[src/rtl/core/bfa_pkg.sv]
`timescale 1ns / 1ps
// Shared constants and types of the bitmap frame allocator.
// No dependencies; bfa_div and the top level refer to it by scoped names.
package bfa_pkg;

  // Bitmap geometry: the map is stored as words in a synchronous RAM
  localparam int NUM_FRAMES = 32;
  localparam int WORD_W     = 8;
  localparam int NUM_WORDS  = NUM_FRAMES / WORD_W;
  localparam int WADDR_W    = $clog2(NUM_WORDS);
  localparam int BIT_W      = $clog2(WORD_W);
  localparam int FRAME_W    = 5;
  localparam int COUNT_W    = 6;
  localparam int WCNT_W     = $clog2(WORD_W + 1);
  localparam int SEED_W     = 16;
  localparam int CFG_IDX_W  = 2;

  localparam logic [COUNT_W-1:0] RESET_FRAMES = 6'd32;
  localparam logic [SEED_W-1:0]  RESET_SEED   = 16'd1;
  localparam logic [SEED_W-1:0]  LFSR_TAPS    = 16'hB400;

  // Request command codes
  localparam logic CMD_ALLOC   = 1'b0;
  localparam logic CMD_RELEASE = 1'b1;

  // Allocation policy codes; the spare code behaves as first free
  localparam logic [1:0] POL_FIRST  = 2'd0;
  localparam logic [1:0] POL_LAST   = 2'd1;
  localparam logic [1:0] POL_RANDOM = 2'd2;
  localparam logic [1:0] POL_SPARE  = 2'd3;

  // Result status codes
  localparam logic [1:0] STAT_OK        = 2'd0;
  localparam logic [1:0] STAT_NONE_FREE = 2'd1;
  localparam logic [1:0] STAT_RANGE     = 2'd2;
  localparam logic [1:0] STAT_NOT_USED  = 2'd3;

  // Configuration register indexes
  localparam logic [CFG_IDX_W-1:0] CFG_FRAMES = 2'd0;
  localparam logic [CFG_IDX_W-1:0] CFG_POLICY = 2'd1;
  localparam logic [CFG_IDX_W-1:0] CFG_SEED   = 2'd2;

  // Divider request and response between control and the modulo unit
  typedef struct packed {
    logic                start;
    logic [SEED_W-1:0]   dividend;
    logic [COUNT_W-1:0]  divisor;
  } div_req_t;

  typedef struct packed {
    logic                done;
    logic [COUNT_W-1:0]  rem;
  } div_rsp_t;

endpackage

[src/rtl/core/bfa_req_if.sv]
`timescale 1ns / 1ps
// Request channel of the bitmap frame allocator: valid/ready plus request fields.
// Depends on nothing.
interface bfa_req_if;
  logic       valid;
  logic       ready;
  logic       command;
  logic       use_override;
  logic [1:0] policy_choice;
  logic [4:0] release_index;

  modport source (output valid, command, use_override, policy_choice, release_index,
                  input ready);
  modport sink   (input valid, command, use_override, policy_choice, release_index,
                  output ready);
endinterface

[src/rtl/core/bfa_rsp_if.sv]
`timescale 1ns / 1ps
// Response channel of the bitmap frame allocator: valid/ready plus result fields.
// Depends on nothing.
interface bfa_rsp_if;
  logic       valid;
  logic       ready;
  logic [4:0] frame_number;
  logic       granted;
  logic [1:0] status;
  logic [5:0] free_frames;

  modport source (output valid, frame_number, granted, status, free_frames,
                  input ready);
  modport sink   (input valid, frame_number, granted, status, free_frames,
                  output ready);
endinterface

[src/rtl/core/bfa_cfg_if.sv]
`timescale 1ns / 1ps
// Configuration write channel: valid/ready, register index and write data.
// Depends on nothing.
interface bfa_cfg_if;
  logic        valid;
  logic        ready;
  logic [1:0]  index;
  logic [15:0] data;

  modport source (output valid, index, data, input ready);
  modport sink   (input valid, index, data, output ready);
endinterface

[src/rtl/core/bfa_ram.sv]
`timescale 1ns / 1ps
// Generic simple dual-port RAM, one write and one registered read port.
// Depends on nothing.
module bfa_ram #(
  parameter int DEPTH = 4,
  parameter int WIDTH = 8
) (
  input  logic                     clk_i,
  input  logic                     we_i,
  input  logic [$clog2(DEPTH)-1:0] waddr_i,
  input  logic [WIDTH-1:0]         wdata_i,
  input  logic                     re_i,
  input  logic [$clog2(DEPTH)-1:0] raddr_i,
  output logic [WIDTH-1:0]         rdata_o
);

  logic [WIDTH-1:0] mem_q [DEPTH];
  logic [WIDTH-1:0] rdata_q;

  // Write port
  always_ff @(posedge clk_i) begin
    if (we_i) begin
      mem_q[waddr_i] <= wdata_i;
    end
  end

  // Registered read port
  always_ff @(posedge clk_i) begin
    if (re_i) begin
      rdata_q <= mem_q[raddr_i];
    end
  end

  assign rdata_o = rdata_q;

endmodule

[src/rtl/core/bfa_div.sv]
`timescale 1ns / 1ps
// Restoring modulo unit: remainder of the LFSR value by the free count, one bit per cycle.
// Depends on bfa_pkg.
module bfa_div (
  input  logic               clk_i,
  input  logic               rst_ni,
  input  bfa_pkg::div_req_t  req_i,
  output bfa_pkg::div_rsp_t  rsp_o
);

  localparam int CNT_W = $clog2(bfa_pkg::SEED_W);

  logic                         busy_q, busy_d;
  logic                         done_q, done_d;
  logic [CNT_W-1:0]             cnt_q, cnt_d;
  logic [bfa_pkg::SEED_W-1:0]   dvd_q, dvd_d;
  logic [bfa_pkg::COUNT_W-1:0]  rem_q, rem_d;
  logic [bfa_pkg::COUNT_W-1:0]  dsr_q, dsr_d;
  logic [bfa_pkg::COUNT_W:0]    trial;
  logic [bfa_pkg::COUNT_W:0]    diff;

  // Shift in the next dividend bit and subtract when it fits
  assign trial = {rem_q, dvd_q[bfa_pkg::SEED_W-1]};
  assign diff  = trial - {1'b0, dsr_q};

  always_comb begin
    busy_d = busy_q;
    done_d = 1'b0;
    cnt_d  = cnt_q;
    dvd_d  = dvd_q;
    rem_d  = rem_q;
    dsr_d  = dsr_q;
    if (req_i.start) begin
      busy_d = 1'b1;
      cnt_d  = '0;
      dvd_d  = req_i.dividend;
      rem_d  = '0;
      dsr_d  = req_i.divisor;
    end else if (busy_q) begin
      dvd_d = {dvd_q[bfa_pkg::SEED_W-2:0], 1'b0};
      if (trial >= {1'b0, dsr_q}) begin
        rem_d = diff[bfa_pkg::COUNT_W-1:0];
      end else begin
        rem_d = trial[bfa_pkg::COUNT_W-1:0];
      end
      cnt_d = cnt_q + CNT_W'(1);
      if (cnt_q == CNT_W'(bfa_pkg::SEED_W - 1)) begin
        busy_d = 1'b0;
        done_d = 1'b1;
      end
    end
  end

  always_ff @(posedge clk_i or negedge rst_ni) begin
    if (!rst_ni) begin
      busy_q <= 1'b0;
      done_q <= 1'b0;
      cnt_q  <= '0;
      dvd_q  <= '0;
      rem_q  <= '0;
      dsr_q  <= '0;
    end else begin
      busy_q <= busy_d;
      done_q <= done_d;
      cnt_q  <= cnt_d;
      dvd_q  <= dvd_d;
      rem_q  <= rem_d;
      dsr_q  <= dsr_d;
    end
  end

  assign rsp_o.done = done_q;
  assign rsp_o.rem  = rem_q;

endmodule

[src/rtl/core/bitmap_frame_allocator_unit.sv]
`timescale 1ns / 1ps
// Top level of the bitmap frame allocator: control sequencer around the bitmap RAM.
// Depends on bfa_pkg, the three channel interfaces, bfa_ram and bfa_div.

// The used/free bitmap sits in a small RAM of 8-bit words (4 words for 32 frames) and
// is walked one word at a time; each word takes a read issue state, then an
// evaluate and write-back state. After reset a clearing pass zeroes the map
// before the first request is taken. A release reads, clears and writes back its
// word; an allocation that finds no free frame or a release out of range goes
// straight to the result. First-free and last-free allocations scan words from the
// low and the high end. A random allocation first runs the bit-serial modulo unit,
// then a scan from the low end. A write of frames_in_use starts a recount of the
// free frames, during which requests wait. A finished result sits in an output
// register, so the next request is taken while it is still unclaimed.
module bitmap_frame_allocator_unit (
  input  logic       clk_i,
  input  logic       rst_ni,
  bfa_req_if.sink    req_i,
  bfa_rsp_if.source  rsp_o,
  bfa_cfg_if.sink    cfg_i
);

  localparam int W   = bfa_pkg::WORD_W;
  localparam int AW  = bfa_pkg::WADDR_W;
  localparam int BW  = bfa_pkg::BIT_W;
  localparam int CW  = bfa_pkg::COUNT_W;
  localparam int FW  = bfa_pkg::FRAME_W;
  localparam int SW  = bfa_pkg::SEED_W;
  localparam int NCW = bfa_pkg::WCNT_W;
  localparam logic [AW-1:0] LAST_WORD = AW'(bfa_pkg::NUM_WORDS - 1);

  typedef enum logic [2:0] {
    S_CLEAR,
    S_IDLE,
    S_DIV,
    S_RD,
    S_EV,
    S_RESULT
  } state_e;

  typedef enum logic [1:0] {
    OP_ALLOC,
    OP_RELEASE,
    OP_RECOUNT
  } op_e;

  // Galois LFSR, shift right with taps on the bit shifted out
  function automatic logic [SW-1:0] lfsr_next(input logic [SW-1:0] v);
    logic [SW-1:0] r;
    r = v >> 1;
    if (v[0]) begin
      r = r ^ bfa_pkg::LFSR_TAPS;
    end
    return r;
  endfunction

  // Bits of one word that fall below the managed frame count
  function automatic logic [W-1:0] word_mask(input logic [AW-1:0] w,
                                             input logic [CW-1:0] n);
    logic [W-1:0] m;
    logic [FW-1:0] idx;
    for (int b = 0; b < W; b++) begin
      idx  = {w, BW'(b)};
      m[b] = ({1'b0, idx} < n);
    end
    return m;
  endfunction

  function automatic logic [NCW-1:0] popcount(input logic [W-1:0] f);
    logic [NCW-1:0] c;
    c = '0;
    for (int b = 0; b < W; b++) begin
      c = c + NCW'(f[b]);
    end
    return c;
  endfunction

  function automatic logic [BW-1:0] lowest(input logic [W-1:0] f);
    logic [BW-1:0] r;
    r = '0;
    for (int b = W - 1; b >= 0; b--) begin
      if (f[b]) begin
        r = BW'(b);
      end
    end
    return r;
  endfunction

  function automatic logic [BW-1:0] highest(input logic [W-1:0] f);
    logic [BW-1:0] r;
    r = '0;
    for (int b = 0; b < W; b++) begin
      if (f[b]) begin
        r = BW'(b);
      end
    end
    return r;
  endfunction

  // Position of the k-th set bit, counting from zero at the low end
  function automatic logic [BW-1:0] kth_set(input logic [W-1:0] f, input logic [BW-1:0] k);
    logic [BW-1:0]  r;
    logic [NCW-1:0] seen;
    r    = '0;
    seen = '0;
    for (int b = 0; b < W; b++) begin
      if (f[b]) begin
        if (seen == {1'b0, k}) begin
          r = BW'(b);
        end
        seen = seen + NCW'(1);
      end
    end
    return r;
  endfunction

  state_e            state_q, state_d;
  op_e               op_q, op_d;
  logic [AW-1:0]     ptr_q, ptr_d;
  logic [1:0]        pol_q, pol_d;
  logic [BW-1:0]     bitsel_q, bitsel_d;
  logic [CW-1:0]     k_q, k_d;
  logic [CW-1:0]     acc_q, acc_d;
  logic [CW-1:0]     free_q, free_d;
  logic [SW-1:0]     lfsr_q, lfsr_d;
  logic [CW-1:0]     fiu_q, fiu_d;
  logic [1:0]        dpol_q, dpol_d;
  logic              pend_q, pend_d;
  logic [FW-1:0]     res_frame_q, res_frame_d;
  logic              res_granted_q, res_granted_d;
  logic [1:0]        res_status_q, res_status_d;
  logic              rsp_valid_q, rsp_valid_d;
  logic [FW-1:0]     rsp_frame_q, rsp_frame_d;
  logic              rsp_granted_q, rsp_granted_d;
  logic [1:0]        rsp_status_q, rsp_status_d;
  logic [CW-1:0]     rsp_free_q, rsp_free_d;

  logic              ram_we;
  logic [AW-1:0]     ram_waddr;
  logic [W-1:0]      ram_wdata;
  logic              ram_re;
  logic [AW-1:0]     ram_raddr;
  logic [W-1:0]      ram_rdata;

  bfa_pkg::div_req_t div_req;
  bfa_pkg::div_rsp_t div_rsp;
  logic              div_start;

  logic [CW-1:0]     managed;
  logic [W-1:0]      free_bits;
  logic [NCW-1:0]    free_cnt;
  logic [CW-1:0]     acc_sum;
  logic [1:0]        req_pol;
  logic [SW-1:0]     lfsr_stepped;
  logic              hit;
  logic [BW-1:0]     hit_bit;

  bfa_ram #(
    .DEPTH (bfa_pkg::NUM_WORDS),
    .WIDTH (W)
  ) u_ram (
    .clk_i   (clk_i),
    .we_i    (ram_we),
    .waddr_i (ram_waddr),
    .wdata_i (ram_wdata),
    .re_i    (ram_re),
    .raddr_i (ram_raddr),
    .rdata_o (ram_rdata)
  );

  bfa_div u_div (
    .clk_i  (clk_i),
    .rst_ni (rst_ni),
    .req_i  (div_req),
    .rsp_o  (div_rsp)
  );

  // Managed frame count, clamped to the bitmap size
  assign managed = (fiu_q > CW'(bfa_pkg::NUM_FRAMES)) ? CW'(bfa_pkg::NUM_FRAMES) : fiu_q;

  // Free managed frames in the word just read
  assign free_bits = ~ram_rdata & word_mask(ptr_q, managed);
  assign free_cnt  = popcount(free_bits);
  assign acc_sum   = acc_q + CW'(free_cnt);

  assign lfsr_stepped = lfsr_next(lfsr_q);

  // Effective policy of the incoming request; code three acts as first free
  always_comb begin
    req_pol = req_i.use_override ? req_i.policy_choice : dpol_q;
    if (req_pol != bfa_pkg::POL_LAST && req_pol != bfa_pkg::POL_RANDOM) begin
      req_pol = bfa_pkg::POL_FIRST;
    end
  end

  // Pick within the current word by the active policy
  always_comb begin
    hit     = (free_bits != '0);
    hit_bit = lowest(free_bits);
    if (pol_q == bfa_pkg::POL_LAST) begin
      hit_bit = highest(free_bits);
    end else if (pol_q == bfa_pkg::POL_RANDOM) begin
      hit     = (k_q < CW'(free_cnt));
      hit_bit = kth_set(free_bits, k_q[BW-1:0]);
    end
  end

  assign div_req.start    = div_start;
  assign div_req.dividend = lfsr_stepped;
  assign div_req.divisor  = free_q;

  assign req_i.ready = (state_q == S_IDLE) && !pend_q;
  assign cfg_i.ready = 1'b1;

  // Sequencer next state
  always_comb begin
    state_d       = state_q;
    op_d          = op_q;
    ptr_d         = ptr_q;
    pol_d         = pol_q;
    bitsel_d      = bitsel_q;
    k_d           = k_q;
    acc_d         = acc_q;
    free_d        = free_q;
    lfsr_d        = lfsr_q;
    fiu_d         = fiu_q;
    dpol_d        = dpol_q;
    pend_d        = pend_q;
    res_frame_d   = res_frame_q;
    res_granted_d = res_granted_q;
    res_status_d  = res_status_q;
    rsp_valid_d   = rsp_valid_q;
    rsp_frame_d   = rsp_frame_q;
    rsp_granted_d = rsp_granted_q;
    rsp_status_d  = rsp_status_q;
    rsp_free_d    = rsp_free_q;
    ram_we        = 1'b0;
    ram_waddr     = ptr_q;
    ram_wdata     = '0;
    ram_re        = 1'b0;
    ram_raddr     = ptr_q;
    div_start     = 1'b0;

    // Drop the output beat once taken
    if (rsp_valid_q && rsp_o.ready) begin
      rsp_valid_d = 1'b0;
    end

    case (state_q)
      S_CLEAR: begin
        ram_we    = 1'b1;
        ram_wdata = '0;
        ptr_d     = ptr_q + AW'(1);
        if (ptr_q == LAST_WORD) begin
          ptr_d   = '0;
          state_d = S_IDLE;
        end
      end

      S_IDLE: begin
        if (pend_q) begin
          pend_d  = 1'b0;
          op_d    = OP_RECOUNT;
          ptr_d   = '0;
          acc_d   = '0;
          state_d = S_RD;
        end else if (req_i.valid) begin
          res_frame_d   = '0;
          res_granted_d = 1'b0;
          res_status_d  = bfa_pkg::STAT_OK;
          if (req_i.command == bfa_pkg::CMD_ALLOC) begin
            op_d  = OP_ALLOC;
            pol_d = req_pol;
            if (free_q == '0) begin
              res_status_d = bfa_pkg::STAT_NONE_FREE;
              state_d      = S_RESULT;
            end else if (req_pol == bfa_pkg::POL_LAST) begin
              ptr_d   = LAST_WORD;
              state_d = S_RD;
            end else if (req_pol == bfa_pkg::POL_RANDOM) begin
              lfsr_d    = lfsr_stepped;
              div_start = 1'b1;
              state_d   = S_DIV;
            end else begin
              ptr_d   = '0;
              state_d = S_RD;
            end
          end else begin
            op_d = OP_RELEASE;
            if ({1'b0, req_i.release_index} >= managed) begin
              res_status_d = bfa_pkg::STAT_RANGE;
              state_d      = S_RESULT;
            end else begin
              ptr_d    = req_i.release_index[FW-1:BW];
              bitsel_d = req_i.release_index[BW-1:0];
              state_d  = S_RD;
            end
          end
        end
      end

      S_DIV: begin
        if (div_rsp.done) begin
          k_d     = div_rsp.rem;
          ptr_d   = '0;
          state_d = S_RD;
        end
      end

      S_RD: begin
        ram_re  = 1'b1;
        state_d = S_EV;
      end

      S_EV: begin
        case (op_q)
          OP_RECOUNT: begin
            if (ptr_q == LAST_WORD) begin
              free_d  = acc_sum;
              ptr_d   = '0;
              state_d = S_IDLE;
            end else begin
              acc_d   = acc_sum;
              ptr_d   = ptr_q + AW'(1);
              state_d = S_RD;
            end
          end
          OP_RELEASE: begin
            if (!ram_rdata[bitsel_q]) begin
              res_status_d = bfa_pkg::STAT_NOT_USED;
            end else begin
              ram_we    = 1'b1;
              ram_wdata = ram_rdata & ~(W'(1) << bitsel_q);
              free_d    = free_q + CW'(1);
            end
            state_d = S_RESULT;
          end
          OP_ALLOC: begin
            if (hit) begin
              ram_we        = 1'b1;
              ram_wdata     = ram_rdata | (W'(1) << hit_bit);
              free_d        = free_q - CW'(1);
              res_frame_d   = {ptr_q, hit_bit};
              res_granted_d = 1'b1;
              state_d       = S_RESULT;
            end else begin
              if (pol_q == bfa_pkg::POL_RANDOM) begin
                k_d = k_q - CW'(free_cnt);
              end
              if (pol_q == bfa_pkg::POL_LAST) begin
                ptr_d = ptr_q - AW'(1);
              end else begin
                ptr_d = ptr_q + AW'(1);
              end
              state_d = S_RD;
            end
          end
          default: begin
            state_d = S_IDLE;
          end
        endcase
      end

      S_RESULT: begin
        // Load the output register once it is free or being emptied
        if (!rsp_valid_q || rsp_o.ready) begin
          rsp_valid_d   = 1'b1;
          rsp_frame_d   = res_frame_q;
          rsp_granted_d = res_granted_q;
          rsp_status_d  = res_status_q;
          rsp_free_d    = free_q;
          state_d       = S_IDLE;
        end
      end

      default: begin
        state_d = S_IDLE;
      end
    endcase

    // Configuration writes
    if (cfg_i.valid) begin
      case (cfg_i.index)
        bfa_pkg::CFG_FRAMES: begin
          fiu_d  = cfg_i.data[CW-1:0];
          pend_d = 1'b1;
        end
        bfa_pkg::CFG_POLICY: begin
          dpol_d = cfg_i.data[1:0];
        end
        bfa_pkg::CFG_SEED: begin
          lfsr_d = (cfg_i.data == '0) ? bfa_pkg::RESET_SEED : cfg_i.data;
        end
        default: begin
        end
      endcase
    end
  end

  // Hold state and registered outputs
  always_ff @(posedge clk_i or negedge rst_ni) begin
    if (!rst_ni) begin
      state_q       <= S_CLEAR;
      op_q          <= OP_ALLOC;
      ptr_q         <= '0;
      pol_q         <= bfa_pkg::POL_FIRST;
      bitsel_q      <= '0;
      k_q           <= '0;
      acc_q         <= '0;
      free_q        <= bfa_pkg::RESET_FRAMES;
      lfsr_q        <= bfa_pkg::RESET_SEED;
      fiu_q         <= bfa_pkg::RESET_FRAMES;
      dpol_q        <= bfa_pkg::POL_FIRST;
      pend_q        <= 1'b0;
      res_frame_q   <= '0;
      res_granted_q <= 1'b0;
      res_status_q  <= bfa_pkg::STAT_OK;
      rsp_valid_q   <= 1'b0;
      rsp_frame_q   <= '0;
      rsp_granted_q <= 1'b0;
      rsp_status_q  <= bfa_pkg::STAT_OK;
      rsp_free_q    <= '0;
    end else begin
      state_q       <= state_d;
      op_q          <= op_d;
      ptr_q         <= ptr_d;
      pol_q         <= pol_d;
      bitsel_q      <= bitsel_d;
      k_q           <= k_d;
      acc_q         <= acc_d;
      free_q        <= free_d;
      lfsr_q        <= lfsr_d;
      fiu_q         <= fiu_d;
      dpol_q        <= dpol_d;
      pend_q        <= pend_d;
      res_frame_q   <= res_frame_d;
      res_granted_q <= res_granted_d;
      res_status_q  <= res_status_d;
      rsp_valid_q   <= rsp_valid_d;
      rsp_frame_q   <= rsp_frame_d;
      rsp_granted_q <= rsp_granted_d;
      rsp_status_q  <= rsp_status_d;
      rsp_free_q    <= rsp_free_d;
    end
  end

  assign rsp_o.valid        = rsp_valid_q;
  assign rsp_o.frame_number = rsp_frame_q;
  assign rsp_o.granted      = rsp_granted_q;
  assign rsp_o.status       = rsp_status_q;
  assign rsp_o.free_frames  = rsp_free_q;

endmodule
[src/flat_wrapper.sv]
// flat-port wrapper written by rule: the top's interface ports become plain ports
module bitmap_frame_allocator_unit_flat 
  (clk_i, rst_ni, req_i_valid, req_i_command, req_i_use_override, req_i_policy_choice, req_i_release_index, req_i_ready, rsp_o_valid, rsp_o_frame_number, rsp_o_granted, rsp_o_status, rsp_o_free_frames, rsp_o_ready, cfg_i_valid, cfg_i_index, cfg_i_data, cfg_i_ready);
  bfa_req_if req_i_i ();
  bfa_rsp_if rsp_o_i ();
  bfa_cfg_if cfg_i_i ();
  input  logic clk_i;
  input  logic rst_ni;
  input wire logic [$bits(req_i_i.valid)-1:0] req_i_valid;
  input wire logic [$bits(req_i_i.command)-1:0] req_i_command;
  input wire logic [$bits(req_i_i.use_override)-1:0] req_i_use_override;
  input wire logic [$bits(req_i_i.policy_choice)-1:0] req_i_policy_choice;
  input wire logic [$bits(req_i_i.release_index)-1:0] req_i_release_index;
  output wire logic [$bits(req_i_i.ready)-1:0] req_i_ready;
  output wire logic [$bits(rsp_o_i.valid)-1:0] rsp_o_valid;
  output wire logic [$bits(rsp_o_i.frame_number)-1:0] rsp_o_frame_number;
  output wire logic [$bits(rsp_o_i.granted)-1:0] rsp_o_granted;
  output wire logic [$bits(rsp_o_i.status)-1:0] rsp_o_status;
  output wire logic [$bits(rsp_o_i.free_frames)-1:0] rsp_o_free_frames;
  input wire logic [$bits(rsp_o_i.ready)-1:0] rsp_o_ready;
  input wire logic [$bits(cfg_i_i.valid)-1:0] cfg_i_valid;
  input wire logic [$bits(cfg_i_i.index)-1:0] cfg_i_index;
  input wire logic [$bits(cfg_i_i.data)-1:0] cfg_i_data;
  output wire logic [$bits(cfg_i_i.ready)-1:0] cfg_i_ready;
  assign req_i_i.valid = req_i_valid;
  assign req_i_i.command = req_i_command;
  assign req_i_i.use_override = req_i_use_override;
  assign req_i_i.policy_choice = req_i_policy_choice;
  assign req_i_i.release_index = req_i_release_index;
  assign req_i_ready = req_i_i.ready;
  assign rsp_o_valid = rsp_o_i.valid;
  assign rsp_o_frame_number = rsp_o_i.frame_number;
  assign rsp_o_granted = rsp_o_i.granted;
  assign rsp_o_status = rsp_o_i.status;
  assign rsp_o_free_frames = rsp_o_i.free_frames;
  assign rsp_o_i.ready = rsp_o_ready;
  assign cfg_i_i.valid = cfg_i_valid;
  assign cfg_i_i.index = cfg_i_index;
  assign cfg_i_i.data = cfg_i_data;
  assign cfg_i_ready = cfg_i_i.ready;
  bitmap_frame_allocator_unit u_core (.clk_i(clk_i), .rst_ni(rst_ni), .req_i(req_i_i), .rsp_o(rsp_o_i), .cfg_i(cfg_i_i));
endmodule
[config.mk]
export PLATFORM = sky130hd
export DESIGN_NAME = bitmap_frame_allocator_unit_flat
export DESIGN_NICKNAME = d
export VERILOG_FILES = /design/src/rtl/core/bfa_pkg.sv /design/src/rtl/core/bfa_req_if.sv /design/src/rtl/core/bfa_rsp_if.sv /design/src/rtl/core/bfa_cfg_if.sv /design/src/rtl/core/bfa_ram.sv /design/src/rtl/core/bfa_div.sv /design/src/rtl/core/bitmap_frame_allocator_unit.sv /design/src/flat_wrapper.sv
export SDC_FILE = /design/constraint.sdc
export NUM_CORES = 1
export LEC_CHECK = 0
export BUFFER_PORTS_ARGS = -buffer_cell sky130_fd_sc_hd__buf_2
export CAP_MARGIN = 10
export CORE_MARGIN = 2
export CORE_UTILIZATION = 40
export DETAILED_ROUTE_END_ITERATION = 10
export GPL_ROUTABILITY_DRIVEN = 0
export PLACE_DENSITY = 0.54
export RECOVER_POWER = 50
export SLEW_MARGIN = 20
export SYNTH_ARGS = -nofsm -noshare
export SYNTH_HDL_FRONTEND = slang
export SYNTH_HIERARCHICAL = 1
export SYNTH_SLANG_ARGS = --single-unit
[constraint.sdc]
create_clock -name clk_i -period 16.19 [get_ports clk_i]
set_clock_uncertainty 0.05 [all_clocks]
set_input_delay 3.238 -clock clk_i [delete_from_list [all_inputs] [get_ports clk_i]]
set_output_delay 3.238 -clock clk_i [all_outputs]
set_load 0.1 [all_outputs]
# --- Yosys cells after proc, flatten, opt, wreduce, memory -nomap -nowiden ---
# Memory sizes are Yosys's and may differ from the RTL's. A register that Yosys moved wholly into a read port is not among the register bits.
# Index checks and enable logic that the tools add are counted.
word_totals:
  ff_bits: 112
  ram_bits: 32
  input_bits: 32
  output_inout_bits: 17
  elab_cells: 322
  mem_count: 1
mem_list:
  columns: ["memory", "depth", "word_bits", "read_ports", "rd_clocked_by_memory_dff", "wr", "line_no", "text"]
  rows:
  - ["u_core.u_ram.mem_q", 4, 8, 1, 1, 1, "bfa_ram.sv:17", "logic [WIDTH-1:0] mem_q [DEPTH];"]
classes:
  n_addsub: 21
  magnitude_cmp: 13
  eq_ne: 47
  n_shift: 2
  muxes: 172
  bitwise: 9
  reduce_logical: 31
ops:
  columns: ["operator", "n"]
  rows:
  - ["two-way mux 16 bit", 13]
  - ["two-way mux 3 bit", 41]
  - ["two-way mux 4 bit", 22]
  - ["two-way mux 6 bit", 14]
  - ["less-than comparator 5 x 6 -> 1 bit", 8]
  - ["two-way mux 2 bit", 24]
  - ["two-way mux 1 bit", 37]
  - ["adder 4 x 1 -> 4 bit, second input constant", 7]
  - ["== test 4 x 3 -> 1 bit", 7]
  - ["AND reduction 5 bit", 5]
  - ["adder 4 x 1 -> 4 bit", 6]
  - ["two-way mux 8 bit", 3]
  - ["case mux 6 bit (2 select lines)", 2]
  - ["two-way mux 5 bit", 4]
  - ["!= test 2 x 1 -> 1 bit, second input constant", 10]
  - ["!= test 2 bit, second input constant", 9]
  - ["case mux 3 bit (6 select lines)", 1]
  - ["case mux 6 bit (3 select lines)", 1]
  - ["AND 8 bit", 2]
  - ["zero test 16 bit", 1]
  - ["inverter 8 bit", 2]
  - ["case mux 8 bit (2 select lines)", 1]
  - ["<< shifter 1 x 3 -> 8 bit, first input constant", 2]
  - ["AND reduction 4 bit", 3]
  - ["44 further kinds", 70]

# --- Depth between registers and ports, before layout ---
logic_depth:
  depth_word: 41
  mapped_depth: 32
  mapped_depth_nobuf: 30

# --- Hierarchy ---
# Netlist, hierarchy kept.
by_module_without_submodules:
  columns: ["mod", "n_inst", "cells_each", "area_each_um2", "seq_area_each_um2"]
  rows:
  - ["bitmap_frame_allocator_unit", 1, 707, 6148.4, 1955.6]
  - ["bfa_div", 1, 179, 1785.5, 850.8]
  - ["bfa_ram", 1, 54, 1428.9, 1201.2]

# --- Least setup slack after synthesis ---
# No wires, ideal clock.
synth_path:
  path_kind: "register -> register"
  start: "register u_core.fiu_q[5]"
  end: "memory u_core.u_ram.mem_q[0][4], data pin"
  setup_time_ps: 175
  arrival_time_ps: 6851
  t_required_ps: 15965
  setup_slack_ps: 9113
  stages_incl_launch_ff: 29
  n_path_buf: 3
  period_less_slack_ps: 7077
  cell_sequence: "dfstp_2 clkbuf_1 nand2b_1 inv_1 ha_1 and3b_1 buf_4 and2_1 nor2_1 nand2_1 ha_1 ha_1 inv_1 fa_1 fa_1 inv_1 ha_1 inv_1 fa_1 fa_1 a21o_1 a21oi_1 a21oi_1 a41oi_1 nor4b_1 clkbuf_1 o211ai_1 or2_1 o21ai_1"
synth_between:
  elab_chain_len: 41
  elab_cells_between_ends: 96
  cone_classes: "13 x add/sub; 10 x order compare; 7 x eq/ne; 1 x shift; 62 x mux; 2 x bitwise; 1 x reduce/logical"
synth_lines:
  columns: ["element", "line_no", "text"]
  rows:
  - ["start: declaration", "bitmap_frame_allocator_unit.sv:126", "logic [CW-1:0] fiu_q, fiu_d;"]
  - ["start signal: assignment", "bitmap_frame_allocator_unit.sv:412", "fiu_q <= bfa_pkg::RESET_FRAMES;"]
  - ["start signal: assignment", "bitmap_frame_allocator_unit.sv:433", "fiu_q <= fiu_d;"]
  - ["greater-than comparator 6 bit", "bitmap_frame_allocator_unit.sv:179", "assign managed = (fiu_q > CW'(bfa_pkg::NUM_FRAMES)) ? CW'(bfa_pkg::NUM_FRAMES) : fiu_q;"]
  - ["two-way mux 6 bit (*)", "bitmap_frame_allocator_unit.sv:179", null]
  - ["less-than comparator 5 x 6 -> 1 bit", "bitmap_frame_allocator_unit.sv:64", "m[b] = ({1'b0, idx} < n);"]
  - ["AND 8 bit (*)", "bitmap_frame_allocator_unit.sv:182", "assign free_bits = ~ram_rdata & word_mask(ptr_q, managed);"]
  - ["two-way mux 1 bit", "bitmap_frame_allocator_unit.sv:107", "if (f[b]) begin"]
  - ["two-way mux 4 bit", "bitmap_frame_allocator_unit.sv:202", "end else if (pol_q == bfa_pkg::POL_RANDOM) begin"]
  - ["two-way mux 4 bit", "bitmap_frame_allocator_unit.sv:200", "if (pol_q == bfa_pkg::POL_LAST) begin"]
  - ["adder 4 x 1 -> 4 bit", "bitmap_frame_allocator_unit.sv:111", "seen = seen + NCW'(1);"]
  - ["[26 not listed]", null, null]
  - ["two-way mux 3 bit", "bitmap_frame_allocator_unit.sv:202", null]
  - ["two-way mux 3 bit", "bitmap_frame_allocator_unit.sv:200", null]
  - ["<< shifter 1 x 3 -> 8 bit", "bitmap_frame_allocator_unit.sv:341", "ram_wdata = ram_rdata | (W'(1) << hit_bit);"]
  - ["OR 8 bit", "bitmap_frame_allocator_unit.sv:341", null]
  - ["two-way mux 8 bit (*)", "bitmap_frame_allocator_unit.sv:339", "if (hit) begin"]
  - ["case mux 8 bit (2 select lines) (*)", "bitmap_frame_allocator_unit.sv:316", "case (op_q)"]
  - ["two-way mux 8 bit (*)", "bitmap_frame_allocator_unit.sv:249", "case (state_q)"]
  - ["net u_core.ram_wdata[4]", "bitmap_frame_allocator_unit.sv:140", "logic [W-1:0] ram_wdata;"]
  - ["end: declaration", "bfa_ram.sv:17", null]
# Mark *: on every way through the listed nets, which the timed path passes. The rest lies on a longest branch. The select of a mux whose other input is x is not followed.

# --- Worst setup path in the final report ---
layout_path:
  start: "register u_core.ptr_q[0]"
  end: "memory u_core.u_ram.mem_q[1][2], data pin"
layout_between:
  elab_chain_len: 39
  elab_cells_between_ends: 94
  cone_classes: "13 x add/sub; 9 x order compare; 7 x eq/ne; 1 x shift; 61 x mux; 2 x bitwise; 1 x reduce/logical"
layout_lines:
  columns: ["element", "line_no", "text"]
  rows:
  - ["start: declaration", "bitmap_frame_allocator_unit.sv:119", "logic [AW-1:0] ptr_q, ptr_d;"]
  - ["start signal: assignment", "bitmap_frame_allocator_unit.sv:426", "ptr_q <= ptr_d;"]
  - ["less-than comparator 5 x 6 -> 1 bit", "bitmap_frame_allocator_unit.sv:64", null]
  - ["AND 8 bit (*)", "bitmap_frame_allocator_unit.sv:182", null]
  - ["two-way mux 1 bit", "bitmap_frame_allocator_unit.sv:107", null]
  - ["two-way mux 4 bit", "bitmap_frame_allocator_unit.sv:202", null]
  - ["two-way mux 4 bit", "bitmap_frame_allocator_unit.sv:200", null]
  - ["adder 4 x 1 -> 4 bit", "bitmap_frame_allocator_unit.sv:111", null]
  - ["two-way mux 4 bit", "bitmap_frame_allocator_unit.sv:107", null]
  - ["two-way mux 4 bit", "bitmap_frame_allocator_unit.sv:202", null]
  - ["[24 not listed]", null, null]
  - ["two-way mux 3 bit", "bitmap_frame_allocator_unit.sv:202", null]
  - ["two-way mux 3 bit", "bitmap_frame_allocator_unit.sv:200", null]
  - ["<< shifter 1 x 3 -> 8 bit", "bitmap_frame_allocator_unit.sv:341", null]
  - ["OR 8 bit", "bitmap_frame_allocator_unit.sv:341", null]
  - ["two-way mux 8 bit (*)", "bitmap_frame_allocator_unit.sv:339", null]
  - ["case mux 8 bit (2 select lines) (*)", "bitmap_frame_allocator_unit.sv:316", null]
  - ["two-way mux 8 bit (*)", "bitmap_frame_allocator_unit.sv:249", null]
  - ["net u_core.ram_wdata[2]", "bitmap_frame_allocator_unit.sv:140", null]
# Marked as above.

==> impl_metrics.xml <==
<?xml version="1.0" encoding="UTF-8"?>
<metrics>
  <group name="outcome">
    <metric name="result_of_the_run" unit="">finished with violations</metric>
    <metric name="failed_checks" unit="">capacitance limit, slew limit</metric>
  </group>
  <group name="power_and_ir_drop">
    <metric name="power_density" unit="nW/um2">82.5</metric>
    <metric name="switching_pwr" unit="uW">233</metric>
    <metric name="seq_power_share" unit="%">48.3</metric>
    <metric name="p_comb_share" unit="%">5.9</metric>
    <metric name="clock_power_share" unit="%">45.8</metric>
    <metric name="vdd_drop_max" unit="mV">0.0486</metric>
    <metric name="p_leak" unit="uW">0.00438</metric>
    <metric name="internal-power" unit="uW">628</metric>
    <metric name="switch_share" unit="%">27.0</metric>
  </group>
  <group name="synthesis">
    <metric name="synth.yosys.seq_area_share" unit="%">42.8</metric>
    <metric name="synth_area" unit="um2">9360</metric>
    <metric name="synth-edff-count" unit="">40</metric>
    <metric name="syn-num-nets" unit="">1016</metric>
    <metric name="synth_warnings" unit="">6</metric>
    <metric name="per_instance_average_area_after_synthesis" unit="um2">9.96</metric>
    <metric name="synthCells" unit="">940</metric>
    <metric name="synthDistinctLibCells" unit="">90</metric>
    <metric name="postSynth.asyncResetShare" unit="%">73.7</metric>
    <metric name="synth-main-ff-cell" unit="">sky130_fd_sc_hd__dfrtp_1</metric>
    <metric name="yosys_register_bits" unit="">152</metric>
  </group>
  <group name="routing">
    <metric name="final_routed_wirelength_across_all_metal_layers" unit="um">23100</metric>
    <metric name="drc" unit="">0</metric>
    <metric name="via_count" unit="">7048</metric>
    <metric name="via_per_inst" unit="">5.44</metric>
    <metric name="final_antenna_net_count" unit="">0</metric>
    <metric name="initial_drt_pass_iterations" unit="">5</metric>
    <metric name="drt-wirelength-per-cell" unit="um">17.8</metric>
    <metric name="drt_first_iter_violations" unit="">570</metric>
  </group>
  <group name="layout">
    <metric name="final_common_cell" unit="">sky130_fd_sc_hd__dfrtp_1</metric>
    <metric name="areaGrowthSynthToFinish" unit="%">11.4</metric>
    <metric name="num-fill-cells" unit="">2197</metric>
    <metric name="final_net_count" unit="">1046</metric>
    <metric name="layout.cells.most_common_list" unit="">109 x sky130_fd_sc_hd__dfrtp_1, 96 x sky130_fd_sc_hd__nand2_1, 86 x sky130_fd_sc_hd__o21ai_0</metric>
    <metric name="antennaDiodeCount" unit="">0</metric>
    <metric name="drive_gt1_share" unit="%">15.2</metric>
    <metric name="layout.cell_area.non_filler" unit="um2">10400</metric>
  </group>
  <group name="cts">
    <metric name="tritoncts_sink_count" unit="">152</metric>
    <metric name="tritoncts_clock_tree" unit="">yes</metric>
    <metric name="clk_pin_slew_worst_paths" unit="ps">70</metric>
    <metric name="insertion_delay" unit="ps">430</metric>
    <metric name="post_cts_resized" unit="">0</metric>
    <metric name="cts-buffers-inserted" unit="">17</metric>
    <metric name="cts_hold_buf" unit="">0</metric>
    <metric name="clock_tree.buffer_depth" unit="">2</metric>
    <metric name="post_cts_buffers" unit="">0</metric>
    <metric name="h-tree-depth" unit="">4</metric>
    <metric name="cts.root.buffer_cell" unit="">sky130_fd_sc_hd__clkbuf_16</metric>
  </group>
  <group name="worst_setup_path">
    <metric name="critPathRequiredTime" unit="ps">16360</metric>
    <metric name="critical_path_peak_fanout" unit="">21</metric>
    <metric name="crit_path_end_kind" unit="">register</metric>
    <metric name="setup.worst_path.class" unit="">register to register</metric>
    <metric name="worst_setup_path_start_kind" unit="">register</metric>
    <metric name="worstPathArrival" unit="ps">8160</metric>
  </group>
  <group name="placed_design">
    <metric name="place_hpwl" unit="um">16600</metric>
    <metric name="placement.io_buffers" unit="">47</metric>
    <metric name="dpl_cell_area" unit="um2">9870</metric>
  </group>
  <group name="die">
    <metric name="core_area" unit="um2">22800</metric>
    <metric name="initial_core_util" unit="%">41.1</metric>
    <metric name="rows" unit="">55</metric>
    <metric name="dieWidth" unit="um">157</metric>
    <metric name="die-height" unit="um">157</metric>
    <metric name="die-area" unit="um2">24600</metric>
    <metric name="floorplan.io_pins" unit="">49</metric>
  </group>
  <group name="grt">
    <metric name="gr-total-overflow" unit="">0</metric>
    <metric name="vias_in_the_first_global_route" unit="">6882</metric>
    <metric name="globalRouteMet3Util" unit="%">2.78</metric>
    <metric name="grt_use_met2" unit="%">29.7</metric>
    <metric name="first_pass_grt_wire_length" unit="um">37500</metric>
    <metric name="grt_busiest_layer" unit="">met2</metric>
    <metric name="grt_max_degree" unit="">72</metric>
    <metric name="grt_antenna_before_repair" unit="">0</metric>
    <metric name="met1_usage" unit="%">29.1</metric>
    <metric name="gr-usage-all-layers" unit="%">19.6</metric>
  </group>
  <group name="run">
    <metric name="drv.max_cap_violation_count" unit="">2</metric>
  </group>
  <group name="timing">
    <metric name="setup-tns-final" unit="ps">0</metric>
    <metric name="post-route-period-util" unit="%">49.3</metric>
    <metric name="final-setup-viol-count" unit="">0</metric>
    <metric name="layout_min_cycle_time" unit="ps">7980</metric>
    <metric name="max-slew-margin-rel" unit="%">-147</metric>
    <metric name="worst_pin_slew" unit="ps">3710</metric>
    <metric name="grt_setup_unrepaired" unit="">no</metric>
    <metric name="fmax" unit="MHz">125</metric>
    <metric name="timing_hold_violations_final" unit="">0</metric>
    <metric name="final-max-slew-violation-count" unit="">115</metric>
  </group>
  <group name="worst_hold_path">
    <metric name="hold_crit_class" unit="">register to register</metric>
  </group>
</metrics>
[metrics by stage]
step	util [%]	setup slack [ps]	cells	hold WS [ps]	power, uW
5_1_grt	45.8	6990	1296	465	894
2_1_floorplan	-	9110	940	409	452
6_report	45.8	8210	1296	454	861
3_3_place_gp	43.3	8370	1264	435	474
4_1_cts	45.9	8170	1296	459	874
3_5_place_dp	43.3	8180	1264	443	475
[power by group through the flow]
stage	clock (uW)	combinational (uW)	sequential, uW
after global placement	0	51.0	423
after CTS	406	52.1	415
final	395	50.9	415
after detailed placement	0	51.9	423
after floorplan	0	35.3	417
after global routing	418	58.2	417
[layout make-up]
cell class | instances | area [um2] | share of cell area, %
flip-flops and latches | 152 | 4010 | 38.4
inverters | 54 | 203 | 1.94
clock inverters | 15 | 158 | 1.51
repair buffers | 56 | 285 | 2.74
multi-input cells | 689 | 4960 | 47.6
well taps | 313 | 392 | 3.75
clock buffers | 17 | 425 | 4.08
[Yosys cell counts (all sizes together), types with 7 or more instances]
master,instances,area share (%)
a21o,15,1.2
a21oi,53,3.0
and2,11,0.76
buf,13,0.83
clkbuf,32,1.3
dfrtp,109,29
edfxtp,40,13
fa,7,1.5
ha,37,4.9
inv,54,2.2
mux2,27,3.2
mux2i,39,4.2
mux4,10,2.4
nand2,97,4.0
nand2b,21,1.4
nand3,23,1.4
nor2,61,2.5
nor2b,12,0.80
nor3,15,0.86
nor4,7,0.53
o21ai,92,5.0
o31a,7,0.65
or2,8,0.56
or3,7,0.47
xnor2,27,2.8
xor2,16,1.7
[logic make-up after synthesis]
logic type               after synthesis  share of synthesized area (%)
adder cells (fa/ha/maj)               45                           6.55
XOR/XNOR                              43                           4.50
multiplexers                          76                           9.82
buffers and inverters                 99                           4.29
other                                  1                         0.0401
AO/OA/AOI/OAI                        232                           16.2
AND/OR/NAND/NOR                      292                           15.8
flip-flops                           152                           42.8
[sequential cells by signal (all words and copies together), names as in the netlist, 8 cells and up]
| signal | cells |
|---|---|
| u_core/u_div/dvd_q | 16 |
| u_core/u_ram/rdata_o | 8 |
| u_core/lfsr_q | 16 |
| u_core/u_ram/mem_q | 32 |
[critical path, stage by stage (launching register included)]
cell and delay [ps]:
sky130_fd_sc_hd__dfrtp_1 910, sky130_fd_sc_hd__inv_1 110, sky130_fd_sc_hd__ha_1 340, sky130_fd_sc_hd__and3b_1 300, sky130_fd_sc_hd__and2_1 200, sky130_fd_sc_hd__nor2_1 130, sky130_fd_sc_hd__nand2_1 140, sky130_fd_sc_hd__ha_1 670
sky130_fd_sc_hd__ha_1 330, sky130_fd_sc_hd__inv_1 80, sky130_fd_sc_hd__fa_1 410, sky130_fd_sc_hd__fa_1 540, sky130_fd_sc_hd__inv_1 40, sky130_fd_sc_hd__ha_1 200, sky130_fd_sc_hd__inv_1 70, sky130_fd_sc_hd__fa_1 490
sky130_fd_sc_hd__fa_1 470, sky130_fd_sc_hd__a21o_1 190, sky130_fd_sc_hd__a21oi_1 250, sky130_fd_sc_hd__a21oi_1 130, sky130_fd_sc_hd__a41oi_1 350, sky130_fd_sc_hd__nor4b_2 260, sky130_fd_sc_hd__buf_4 280, sky130_fd_sc_hd__nand3_1 90
sky130_fd_sc_hd__o21ai_1 260, sky130_fd_sc_hd__nand3_1 120, sky130_fd_sc_hd__a21oi_1 330
[layer usage]
metal / vias to the layer above / routed length [um]
li1: 3437 / -
met1: 3435 / 11700
met2: 157 / 10200
met3: 19 / 866
met4: 0 / 329
met5: - / 0
[final timing paths]
path | from | to | slack (ps) | cells past startpoint
max | u_core/ptr_q[0]$_DFFE_PN0P_ | u_core/u_ram/mem_q[1][2]$_DFFE_PP_ | 8210 | 26
min | u_core/rsp_o.free_frames[4]$_DFFE_PN0P_ | u_core/rsp_o.free_frames[4]$_DFFE_PN0P_ | 450 | 1
max reg2reg | u_core/ptr_q[0]$_DFFE_PN0P_ | u_core/u_ram/mem_q[1][2]$_DFFE_PP_ | 8210 | 26
min reg2reg | u_core/rsp_o.free_frames[4]$_DFFE_PN0P_ | u_core/rsp_o.free_frames[4]$_DFFE_PN0P_ | 450 | 1
max in group asynchronous | rst_ni | u_core/fiu_q[3]$_DFFE_PN0P_ | 8240 | 2
min in group asynchronous | rst_ni | u_core/u_div/cnt_q[0]$_DFFE_PN0P_ | 3430 | 1
Note: power is estimated with default switching activity, not from simulation.
